**config.mk**
```make
export PLATFORM = sky130hd
export DESIGN_NAME = chained_hash_set
export DESIGN_NICKNAME = d
export VERILOG_FILES = /design/src/hdl/chs_pkg.sv /design/src/hdl/chs_mod.sv /design/src/hdl/chained_hash_set.sv
export VERILOG_INCLUDE_DIRS = /design/src /design/src/hdl
export SDC_FILE = /design/constraint.sdc
export NUM_CORES = 2
export LEC_CHECK = 0
export ABC_CLOCK_PERIOD_IN_PS = 6350
export BUFFER_PORTS_ARGS = -buffer_cell sky130_fd_sc_hd__buf_2
export CAP_MARGIN = 10
export CORE_MARGIN = 8
export CORE_UTILIZATION = 60
export CTS_CLUSTER_SIZE = 40
export DETAILED_ROUTE_END_ITERATION = 10
export PLACE_DENSITY_LB_ADDON = 0.1
export SETUP_SLACK_MARGIN = 0.4
export SYNTH_ARGS = -nofsm -noshare
export SYNTH_HDL_FRONTEND = slang
export SYNTH_HIERARCHICAL = 1
export SYNTH_SLANG_ARGS = --single-unit
```
**constraint.sdc**
```tcl
create_clock -name clk -period 6.35 [get_ports clk]
set_input_delay 0.635 -clock clk [delete_from_list [all_inputs] [get_ports clk]]
set_output_delay 0.635 -clock clk [all_outputs]
set_load 0.03 [all_outputs]
```
**src/hdl/chained_hash_set_defines.svh**
```systemverilog
// Assertion macros for the chained hash set
`ifndef CHAINED_HASH_SET_DEFINES_SVH
`define CHAINED_HASH_SET_DEFINES_SVH
`ifndef SYNTHESIS
`define CHS_ASSERT_IMPL(label, clk, rst, a, c) \
  label: assert property (@(posedge clk) disable iff (rst) (a) |-> (c)) else $error("label");
`define CHS_ASSERT_NEXT(label, clk, rst, a, c) \
  label: assert property (@(posedge clk) disable iff (rst) (a) |=> (c)) else $error("label");
`else
`define CHS_ASSERT_IMPL(label, clk, rst, a, c)
`define CHS_ASSERT_NEXT(label, clk, rst, a, c)
`endif
`endif

```
**src/hdl/chs_pkg.sv**
```systemverilog
`timescale 1ns / 1ps
`default_nettype none
package chs_pkg;
  typedef enum logic [1:0] {
    OP_INSERT = 2'd0,
    OP_SEARCH = 2'd1,
    OP_REMOVE = 2'd2,
    OP_NONE   = 2'd3
  } op_t;
  localparam logic [1:0] ST_OK = 2'd0;
  localparam logic [1:0] ST_NOT_FOUND = 2'd1;
  localparam logic [1:0] ST_FULL = 2'd2;
  localparam int KeyW = 31;
  localparam int CfgW = 6;
  localparam logic [CfgW-1:0] BucketReset = 6'd20;
endpackage
`default_nettype wire

```
**src/hdl/chs_mod.sv**
```systemverilog
`timescale 1ns / 1ps
`default_nettype none
`include "chained_hash_set_defines.svh"
// Shift-subtract remainder, one quotient bit per cycle.
module chs_mod #(
  parameter int BW = 5
) (
  input  wire logic                     clk,
  input  wire logic                     rst,
  input  wire logic                     start,
  input  wire logic [chs_pkg::KeyW-1:0] key,
  input  wire logic [BW:0]              divisor,
  output logic                          done,
  output logic [BW-1:0]                 rem
);
  localparam int CntW = $clog2(chs_pkg::KeyW + 1);
  logic [chs_pkg::KeyW-1:0] shreg;
  logic [BW+1:0] acc;
  logic [CntW-1:0] cnt;
  logic busy;
  logic [BW+1:0] trial;

  always_comb begin
    trial = {acc[BW:0], shreg[chs_pkg::KeyW-1]};
  end

  always_ff @(posedge clk) begin
    if (rst) begin
      busy <= 1'b0;
      done <= 1'b0;
    end else begin
      done <= 1'b0;
      if (start) begin
        busy <= 1'b1;
        shreg <= key;
        acc <= '0;
        cnt <= CntW'(chs_pkg::KeyW);
      end else if (busy) begin
        shreg <= shreg << 1;
        if (trial >= {1'b0, divisor}) acc <= trial - {1'b0, divisor};
        else acc <= trial;
        cnt <= cnt - 1'b1;
        if (cnt == CntW'(1)) begin
          busy <= 1'b0;
          done <= 1'b1;
        end
      end
    end
  end
  assign rem = acc[BW-1:0];

  `CHS_ASSERT_NEXT(a_done_pulse, clk, rst, done, !done)
  `CHS_ASSERT_IMPL(a_rem_below, clk, rst, done, {2'b0, rem} < {1'b0, divisor})
  `CHS_ASSERT_IMPL(a_no_restart, clk, rst, busy, !start)
endmodule
`default_nettype wire

```
**src/hdl/chained_hash_set.sv**
```systemverilog
// channel  | handshake           | payload
// cfg      | cfg_valid/cfg_ready | cfg_data (bucket_count)
// in       | in_valid/in_ready   | opcode, key
// out      | out_valid/out_ready | found, status, element_count
// An item runs the bit-serial remainder, then reads its bucket head, then walks the
// chain with a read and a compare per node visited (S_RD, S_CHK), up to POOL_NODES
// nodes; an insert first takes its free node. The single-port node memories set
// this walk. out_valid is registered in S_DONE once the walk ends.
// Reset (rst, synchronous) empties every bucket and rebuilds the free list
// node by node in S_INIT; no item is taken meanwhile.
// in_ready is low while an item is at work or its result waits on out_ready.
`timescale 1ns / 1ps
`default_nettype none
`include "chained_hash_set_defines.svh"
module chained_hash_set #(
  parameter int MAX_BUCKETS = 32,
  parameter int POOL_NODES = 64
) (
  input  wire logic                        clk,
  input  wire logic                        rst,
  input  wire logic                        cfg_valid,
  output logic                             cfg_ready,
  input  wire logic [chs_pkg::CfgW-1:0]    cfg_data,
  input  wire logic                        in_valid,
  output logic                             in_ready,
  input  wire logic [1:0]                  opcode,
  input  wire logic [chs_pkg::KeyW-1:0]    key,
  output logic                             out_valid,
  input  wire logic                        out_ready,
  output logic                             found,
  output logic [1:0]                       status,
  output logic [6:0]                       element_count
);
  localparam int BW = (MAX_BUCKETS > 1) ? $clog2(MAX_BUCKETS) : 1;
  localparam int NW = $clog2(POOL_NODES);
  localparam int LW = NW + 1;
  localparam int SW = $clog2(POOL_NODES + 1);
  localparam logic [LW-1:0] NIL = LW'(POOL_NODES);

  typedef enum logic [3:0] {
    S_INIT, S_IDLE, S_MOD, S_HEAD, S_RD, S_CHK, S_DONE
  } state_t;
  state_t state;

  logic [chs_pkg::CfgW-1:0] bucket_count;
  logic [LW-1:0] heads [MAX_BUCKETS];
  logic [MAX_BUCKETS-1:0] head_ok;
  logic [chs_pkg::KeyW-1:0] nkeys [POOL_NODES];
  logic [LW-1:0] nlinks [POOL_NODES];
  logic [chs_pkg::KeyW-1:0] rd_key;
  logic [LW-1:0] rd_link;
  logic [LW-1:0] free_head, cur, prev, nn;
  logic [6:0] cnt;
  logic [SW-1:0] steps;
  logic [NW-1:0] init_idx;
  logic [1:0] op;
  logic [chs_pkg::KeyW-1:0] k;
  logic [BW-1:0] bkt;
  logic [BW:0] divisor;
  logic mod_start, mod_done;
  logic [BW-1:0] rem;
  logic [LW-1:0] head_val;
  // node memory port
  logic mem_we;
  logic [NW-1:0] mem_addr;
  logic [LW-1:0] mem_wlink;
  logic key_we;

  always_comb begin
    if (bucket_count == '0) divisor = (BW+1)'(1);
    else if (32'(bucket_count) > MAX_BUCKETS) divisor = (BW+1)'(MAX_BUCKETS);
    else divisor = (BW+1)'(bucket_count);
    head_val = head_ok[bkt] ? heads[bkt] : NIL;
  end

  // remainder starts on the accepting edge, so it takes the key straight from the port
  chs_mod #(.BW(BW)) u_mod (
    .clk(clk), .rst(rst), .start(mod_start), .key(key), .divisor(divisor),
    .done(mod_done), .rem(rem)
  );

  always_ff @(posedge clk) begin
    if (mem_we) nlinks[mem_addr] <= mem_wlink;
    if (key_we) nkeys[mem_addr] <= k;
    rd_key <= nkeys[mem_addr];
    rd_link <= nlinks[mem_addr];
  end

  assign in_ready = (state == S_IDLE);
  assign cfg_ready = 1'b1;

  always_comb begin
    mem_we = 1'b0;
    key_we = 1'b0;
    mem_addr = cur[NW-1:0];
    mem_wlink = NIL;
    mod_start = 1'b0;
    unique case (state)
      S_INIT: begin
        mem_we = 1'b1;
        mem_addr = init_idx;
        mem_wlink = LW'(init_idx) + 1'b1;
      end
      S_IDLE: mod_start = in_valid;
      S_HEAD: begin
        if (op == chs_pkg::OP_INSERT && free_head != NIL) begin
          mem_addr = free_head[NW-1:0];
        end
      end
      S_CHK: begin
        if (op == chs_pkg::OP_INSERT) begin
          if (rd_link == NIL || !(rd_link < NIL) || steps == SW'(POOL_NODES)) begin
            mem_we = 1'b1;
            mem_addr = cur[NW-1:0];
            mem_wlink = nn;
          end
        end else if (rd_key == k && op == chs_pkg::OP_REMOVE) begin
          mem_we = 1'b1;
          mem_addr = cur[NW-1:0];
          mem_wlink = free_head;
        end
      end
      S_DONE: begin
        // write once, on the first cycle; rd_link is re-read afterwards
        if (!out_valid && op == chs_pkg::OP_INSERT && nn != NIL &&
            status == chs_pkg::ST_OK) begin
          mem_we = 1'b1;
          key_we = 1'b1;
          mem_addr = nn[NW-1:0];
          mem_wlink = NIL;
        end else if (!out_valid && op == chs_pkg::OP_REMOVE && found && prev != NIL) begin
          mem_we = 1'b1;
          mem_addr = prev[NW-1:0];
          mem_wlink = rd_link;
        end
      end
      default: ;
    endcase
  end

  always_ff @(posedge clk) begin
    if (rst) begin
      state <= S_INIT;
      init_idx <= '0;
      head_ok <= '0;
      bucket_count <= chs_pkg::BucketReset;
      free_head <= '0;
      cnt <= '0;
      out_valid <= 1'b0;
    end else begin
      if (cfg_valid && cfg_ready) bucket_count <= cfg_data;
      unique case (state)
        S_INIT: begin
          init_idx <= init_idx + 1'b1;
          if (init_idx == NW'(POOL_NODES - 1)) state <= S_IDLE;
        end
        S_IDLE: if (in_valid) begin
          op <= opcode;
          k <= key;
          state <= S_MOD;
        end
        S_MOD: if (mod_done) begin
          bkt <= rem;
          state <= S_HEAD;
        end
        S_HEAD: begin
          found <= 1'b0;
          status <= chs_pkg::ST_OK;
          prev <= NIL;
          steps <= '0;
          nn <= NIL;
          if (op == chs_pkg::OP_INSERT) begin
            if (free_head == NIL) begin
              status <= chs_pkg::ST_FULL;
              state <= S_DONE;
            end else begin
              nn <= free_head;
              cur <= free_head;
              state <= S_RD;
            end
          end else if (op == chs_pkg::OP_NONE || head_val == NIL) begin
            if (op == chs_pkg::OP_REMOVE) status <= chs_pkg::ST_NOT_FOUND;
            state <= S_DONE;
          end else begin
            cur <= head_val;
            state <= S_RD;
          end
        end
        S_RD: begin
          // insert: rd_link holds the free node's link, read in S_HEAD
          if (op == chs_pkg::OP_INSERT && cur == nn && steps == '0 &&
              free_head == nn) begin
            free_head <= rd_link;
            if (head_val == NIL) begin
              heads[bkt] <= nn;
              head_ok[bkt] <= 1'b1;
              state <= S_DONE;
            end else begin
              cur <= head_val;
              steps <= SW'(1);
            end
          end else begin
            state <= S_CHK;
          end
        end
        S_CHK: begin
          if (op == chs_pkg::OP_INSERT) begin
            if (rd_link == NIL || !(rd_link < NIL) || steps == SW'(POOL_NODES)) begin
              state <= S_DONE;
            end else begin
              cur <= rd_link;
              steps <= steps + 1'b1;
              state <= S_RD;
            end
          end else if (rd_key == k) begin
            found <= 1'b1;
            if (op == chs_pkg::OP_REMOVE) begin
              free_head <= cur;
              if (prev == NIL) begin
                heads[bkt] <= rd_link;
                head_ok[bkt] <= 1'b1;
              end
            end
            state <= S_DONE;
          end else if (!(rd_link < NIL) || steps == SW'(POOL_NODES - 1)) begin
            if (op == chs_pkg::OP_REMOVE) status <= chs_pkg::ST_NOT_FOUND;
            state <= S_DONE;
          end else begin
            prev <= cur;
            cur <= rd_link;
            steps <= steps + 1'b1;
            state <= S_RD;
          end
        end
        S_DONE: begin
          if (!out_valid) begin
            out_valid <= 1'b1;
            if (op == chs_pkg::OP_INSERT && status == chs_pkg::ST_OK) cnt <= cnt + 1'b1;
            if (op == chs_pkg::OP_REMOVE && found && cnt != '0) cnt <= cnt - 1'b1;
          end else if (out_ready) begin
            out_valid <= 1'b0;
            state <= S_IDLE;
          end
        end
        default: state <= S_IDLE;
      endcase
    end
  end
  assign element_count = cnt;

  `CHS_ASSERT_IMPL(a_busy_not_ready, clk, rst, out_valid, !in_ready)
  `CHS_ASSERT_IMPL(a_cnt_bound, clk, rst, 1'b1, 32'(cnt) <= POOL_NODES)
  `CHS_ASSERT_IMPL(a_full_no_free, clk, rst, out_valid && status == chs_pkg::ST_FULL,
                   free_head == NIL)
  `CHS_ASSERT_IMPL(a_found_not_ins, clk, rst, out_valid && op == chs_pkg::OP_INSERT, !found)
endmodule
`default_nettype wire
```
# After elaboration in Yosys (flattened, before gate mapping)
# Memory sizes are Yosys's and may differ from the RTL's. A register that Yosys moved wholly into a read port is not among the register bits.
# Index checks and enable logic that the tools add are counted.
# classes
add_sub_neg	7
mul	0
div_mod_pow	0
n_lt_le_gt_ge	5
n_eq_ne	43
n_shift	0
n_mux	117
bitwise	6
reduce_logical	47
# op_table
op	count
7-bit 2-to-1 mux	31
32-bit 2-to-1 mux	6
32-bit case mux with 2 select lines	1
7-bit case mux with 3 select lines	3
31-bit 2-to-1 mux	2
6-bit 2-to-1 mux	7
1-bit 2-to-1 mux	36
4-bit 2-to-1 mux	9
7-bit == test, second input constant	5
32-bit bitwise OR	1
31-bit == test	1
2-bit inequality test, second input constant	14
4-bit case mux with 7 select lines	1
7-bit case mux with 2 select lines	2
2-bit 2-to-1 mux	11
7-bit inequality test, second input constant	3
3-bit inequality test, second input constant	6
6-bit case mux with 3 select lines	1
1-bit logical AND	15
7-bit by 1-bit adder with 7-bit output, second input constant	2
7-bit == test	2
7-bit AND reduction	2
4-bit by 3-bit == test with 1-bit output, second input constant	3
6-bit AND reduction	2
other kinds (41)	59
# word_totals
regBits	176
latch_bits	0
mem_bits_rw	2656
romBits	0
in_bits	44
out_inout_bits	13
wordCells	249
memories	3
# memory_table
name	words	word_bits	read_ports	rd_ports_with_merged_regs	wr	line	rtl
nkeys	64	31	1	1	1	chained_hash_set.sv:48	logic [chs_pkg::KeyW-1:0] nkeys [POOL_NODES];
nlinks	64	7	1	1	1	chained_hash_set.sv:49	logic [LW-1:0] nlinks [POOL_NODES];
heads	32	7	1	1	1	chained_hash_set.sv:46	logic [LW-1:0] heads [MAX_BUCKETS];

# Longest topological paths before layout
# depth
depth_word	10
depth_mapped	18
depth_no_buf	13

# Modules after synthesis
# The synthesis kept the hierarchy.
# by_module_without_submodules
mod	n_inst	cells_per_inst	area_per_inst_um2	seq_area_each_um2
chained_hash_set	1	6664	110268.3	83930.5
chs_mod	1	160	2185.8	1301.2

# Worst setup path before layout
# No wires, ideal clock.
# synth_path
path_kind	reg2reg
from	register status[1]
to	memory nkeys[28][0] in the netlist's numbering, enable pin
setup_time_ns	0.419
arrival_time_ns	4.470
required_ns	5.931
setup_slack_ns	1.461
path_stages_with_launch	11
path_buffers	3
synth_period_minus_slack_ns	4.889
path_cell_list	edfxtp_1 or4_4 a211o_1 and3_1 o21ai_1 inv_2 or3b_2 clkbuf_1 clkbuf_1 buf_1 nor2_1
# synth_via
elab_chain_cells	6
elab_cells_between_ends	8
classes_between	mux (6); reduce/logical (2)
# synth_lines
element	line	rtl
from (decl)	chained_hash_set.sv:31	output logic [1:0] status,
from (signal assigned)	chained_hash_set.sv:168	status <= chs_pkg::ST_OK;
from (signal assigned)	chained_hash_set.sv:174	status <= chs_pkg::ST_FULL;
from (signal assigned)	chained_hash_set.sv:182	if (op == chs_pkg::OP_REMOVE) status <= chs_pkg::ST_NOT_FOUND;
2-bit logical NOT *	chained_hash_set.sv:126	status == chs_pkg::ST_OK) begin
1-bit logical AND *	chained_hash_set.sv:125	if (!out_valid && op == chs_pkg::OP_INSERT && nn != NIL &&
1-bit 2-to-1 mux	chained_hash_set.sv:125	
1-bit 2-to-1 mux	chained_hash_set.sv:98	unique case (state)
1-bit 2-to-1 mux	chained_hash_set.sv:84	if (key_we) nkeys[mem_addr] <= k;
1-bit 2-to-1 mux (not written as such)	chained_hash_set.sv:84	
to (decl)	chained_hash_set.sv:48	
# Mark *: on every way between the ends. The rest lies on a longest branch, timed or not.

# Final worst setup path
# layout_path
from	register state[2]
to	register rd_key[10] in the netlist's numbering (read register of nkeys)
# layout_via
elab_chain_cells	2
elab_cells_between_ends	4
classes_between	eq/ne (2); mux (1); reduce/logical (1)
# layout_lines
element	line	rtl
from (decl)	chained_hash_set.sv:43	state_t state;
from (signal assigned)	chained_hash_set.sv:143	state <= S_INIT;
from (signal assigned)	chained_hash_set.sv:155	if (init_idx == NW'(POOL_NODES - 1)) state <= S_IDLE;
from (signal assigned)	chained_hash_set.sv:160	state <= S_MOD;
4-bit by 3-bit == test with 1-bit output, or another cell as far along	chained_hash_set.sv:98	
6-bit case mux with 3 select lines *	chained_hash_set.sv:98	
to (decl)	chained_hash_set.sv:50	logic [chs_pkg::KeyW-1:0] rd_key;
# Marks and branches as above.
# A chain may end at the register's enable or synchronous reset.

==> impl_metrics.env <==
export IMPL_synth_top_family_by_area="compound AO/OA/AOI/OAI gates"
export IMPL_synth_common_cells="edfxtp_1, nand2_1, a21oi_1"
export IMPL_finalNetCount=7105
export IMPL_rrSetupSlack_ns=0.59
export IMPL_power_mw=60.5
export IMPL_viasPerCell=6.69
export IMPL_rows=159
export IMPL_ys_types=82
export IMPL_clk_latency_ns=0.94
export IMPL_power_switching_mw=22.1
export IMPL_ys_flop_type="edfxtp_1"
export IMPL_regArea_um2=85200
export IMPL_syn2layout_area_growth_pct=12.6
export IMPL_cp_arrival_ns=6.56
export IMPL_syn_cell_area_um2=112000
export IMPL_clockBufferDepth=4
export IMPL_synth_seq_cells=2874
export IMPL_gr_total_overflow=0
export IMPL_intPower_mw=38.4
export IMPL_comb_power_share=0.358
export IMPL_initial_utilization=0.601
export IMPL_layout_drive_gt1_share=0.157
export IMPL_slew_limit_headroom=0.108
export IMPL_status="finished, final reports clean"
export IMPL_multiInputGateArea_um2=25600
export IMPL_io_pins=57
export IMPL_ir_drop_v=0.000639
export IMPL_pwr_share_seq=0.364
export IMPL_cp_num_cells=10
export IMPL_cp_top_family="compound AO/OA/AOI/OAI gates"
export IMPL_grt_pass1_wl_um=449000
export IMPL_via_count=65300
export IMPL_drtIter0Drc=8561
export IMPL_synth_xor_area_frac=0.00428
export IMPL_setup_viol=0
export IMPL_power_density_nw_per_um2=478
export IMPL_core_um2=187000
export IMPL_synth_compound_area_share=0.0903
export IMPL_cts_resized=0
export IMPL_clock_skew_ns=0.0421
export IMPL_grt_max_degree=152
export IMPL_clkTransAtPathRegs_ns=0.06
export IMPL_whs_ns=0.0844
export IMPL_slew_violations=0
export IMPL_ys_seq_area_frac=0.758
export IMPL_fillCellCount=12400
export IMPL_cts_max_level=5
export IMPL_fin_crit_ns=5.76
export IMPL_crit_slowest_cell="o22a_4"
export IMPL_drc=0
export IMPL_fin_crit_sh=0.908
export IMPL_synth_mux_area_frac=0.0791
export IMPL_yosysMostFrequentCell="edfxtp_1"
export IMPL_holdCritStartpoint="cfg_valid"
export IMPL_grt_pass1_vias=63500
export IMPL_ant_nets=0
export IMPL_synth_edff_count=2767
export IMPL_cts_sinks=2874
export IMPL_critPathLaunch="state[2]"
export IMPL_wl_per_cell_um=32.1
export IMPL_crit_path_start_kind="flop"
export IMPL_synth_fp_nets=6888
export IMPL_tns_ns=0
export IMPL_fp_dieH_um=449
export IMPL_netlist_instances=6824
export IMPL_die_area_um2=202000
export IMPL_hold_violations=0
export IMPL_switching_share=0.365
export IMPL_cp_num_buf_inv=2
export IMPL_cts_buffers=300
export IMPL_tightest_slew_ns=1.33
export IMPL_antenna_found_initial=25
export IMPL_rsz0062_at_grt="no"
export IMPL_rr_startpoint="state[2]"
export IMPL_cap_violations=0
export IMPL_die_w_um=449
export IMPL_synth_top_area_frac=0.739
export IMPL_grt_use_total=0.302
export IMPL_io_buffers=55
export IMPL_wirelength_um=313000
export IMPL_synthSimpleGateAreaFrac=0.0458
export IMPL_ys_warn_count=6
export IMPL_clkPwrFrac=0.277
export IMPL_yosysTopAreaCell="edfxtp_1"
export IMPL_leakagePower_nw=41.0
export IMPL_final_util=0.677
export IMPL_syn_area_per_cell_um2=16.5
export IMPL_gp_congestion=0.890
export IMPL_critPathKind="flop to flop"
export IMPL_cts_tree="done"
export IMPL_clock_fmax_ghz=0.174
export IMPL_async_reset_ff_frac=0
export IMPL_crit_path_end="rd_key[10]"
export IMPL_dp_hpwl_um=182000
export IMPL_synth_area_leaders="edfxtp_1, mux4_2, mux2i_1"
export IMPL_required_ns=7.15
export IMPL_clock_root_buffer="clkbuf_16"
export IMPL_synthAdderAreaFrac=0.00236
export IMPL_cp_max_fo=97
export IMPL_first_pass_iters=6
export IMPL_hp_class="primary input to flop"
export IMPL_worst_path_largest_cell_delay_ns=0.84
export IMPL_path_cells="inv_1 > nor2_1 > o32a_1 > o22a_4 > buf_12 > mux2i_1 > o22ai_1 > a221oi_1 > o21ai_0 > or4_1"
export IMPL_timing_rr_end="rd_key[10]"
export IMPL_end_kind="flop"
export IMPL_r2r_cells=10
[power by group through the flow]
stage	sequential (mW)	combinational [mW]	clock (mW)
global placement	22.4	21.1	0
global route	22.0	22.7	17.6
finish	22.0	21.7	16.8
floorplan	22.3	13.0	0
CTS	22.0	21.5	16.9
detailed placement	22.4	21.4	0
[how the worst min path moves through the flow]
| stage | to | depth (start not counted) | slack (ns) |
|---|---|---|---|
| after floorplan | head_ok[10] | 2 | 0.45 |
| after global placement | head_ok[12] | 2 | 0.46 |
| after detailed placement | head_ok[24] | 2 | 0.46 |
| after CTS | bucket_count[2] | 2 | 0.02 |
| after global routing | bucket_count[2] | 2 | 0.07 |
| final | bucket_count[2] | 2 | 0.08 |
[cells in the final DEF, fill, tap and decap left out, types with 161 or more instances in the layout]
cell       Yosys  final
a21oi_1      350    350
a221oi_1     161    161
a22oi_1      262    262
buf_4         22    215
clkbuf_16      0    309
edfxtp_1    2767   2767
mux2i_1      267    267
nand2_1      625    614
nor2_1       326    251
o21ai_0      235    229
o22ai_1      174    174
[stage by stage]
stage,cells,setup WS [ns],instance area [um2]
6_report,9761,0.587,127000
5_1_grt,9752,0.436,127000
4_1_cts,9752,0.640,127000
3_5_place_dp,9195,0.649,117000
3_3_place_gp,9185,0.315,117000
2_1_floorplan,6824,1.46,112000
[cell type report]
cell class / count / share of cell area
clock inverter: 139 / 0.00925
inverter: 55 / 0.00163
timing repair buffer: 353 / 0.0247
multi-input combinational: 3457 / 0.203
sequential: 2874 / 0.673
antenna: 9 / 0.000178
tap: 2495 / 0.0247
clock buffer: 379 / 0.0638
[flip-flops by register name, summed over array words and instances, names as in the netlist, 2 cells and up, named ones only]
signal and flops:
u_mod/shreg 31, rd_key 31, heads 224, prev 7
status 2, nkeys 1984, bucket_count 6, head_ok 32
free_head 7, u_mod/cnt 5, steps 7, nn 7
k 31, element_count 7, nlinks 448, state 3
init_idx 6, bkt 5, op 2, cur 7
rd_link 7, u_mod/acc 6
[worst reg2reg max path, cell delays in order, from the launching register on]
cell,delay [ns]
dfxtp_1,0.72
inv_1,0.26
nor2_1,0.67
o32a_1,0.34
o22a_4,0.84
buf_12,0.53
mux2i_1,0.49
o22ai_1,0.27
a221oi_1,0.40
o21ai_0,0.48
or4_1,0.66
[routing by layer]
metal / up-vias / track usage / part of all wire
met5: - / 0 / 0.00026
met4: 12 / 0.143 / 0.055
met3: 731 / 0.0545 / 0.096
met2: 3782 / 0.480 / 0.47
met1: 33200 / 0.409 / 0.37
li1: 27600 / - / -
[logic make-up after synthesis]
group / count (synthesis)
buffers and inverters: 493
adder cells (fa/ha/maj): 20
other: 1
multiplexers: 675
flip-flops: 2874
AND/OR/NAND/NOR: 1199
XOR/XNOR: 55
AO/OA/AOI/OAI: 1507
[what timing repair did]
item	4_1_cts	5_1_grt
hold endpoints to repair	47	0
buffers inserted	0	0
hold buffers	39	0
Power figures use the tool's default switching activity.
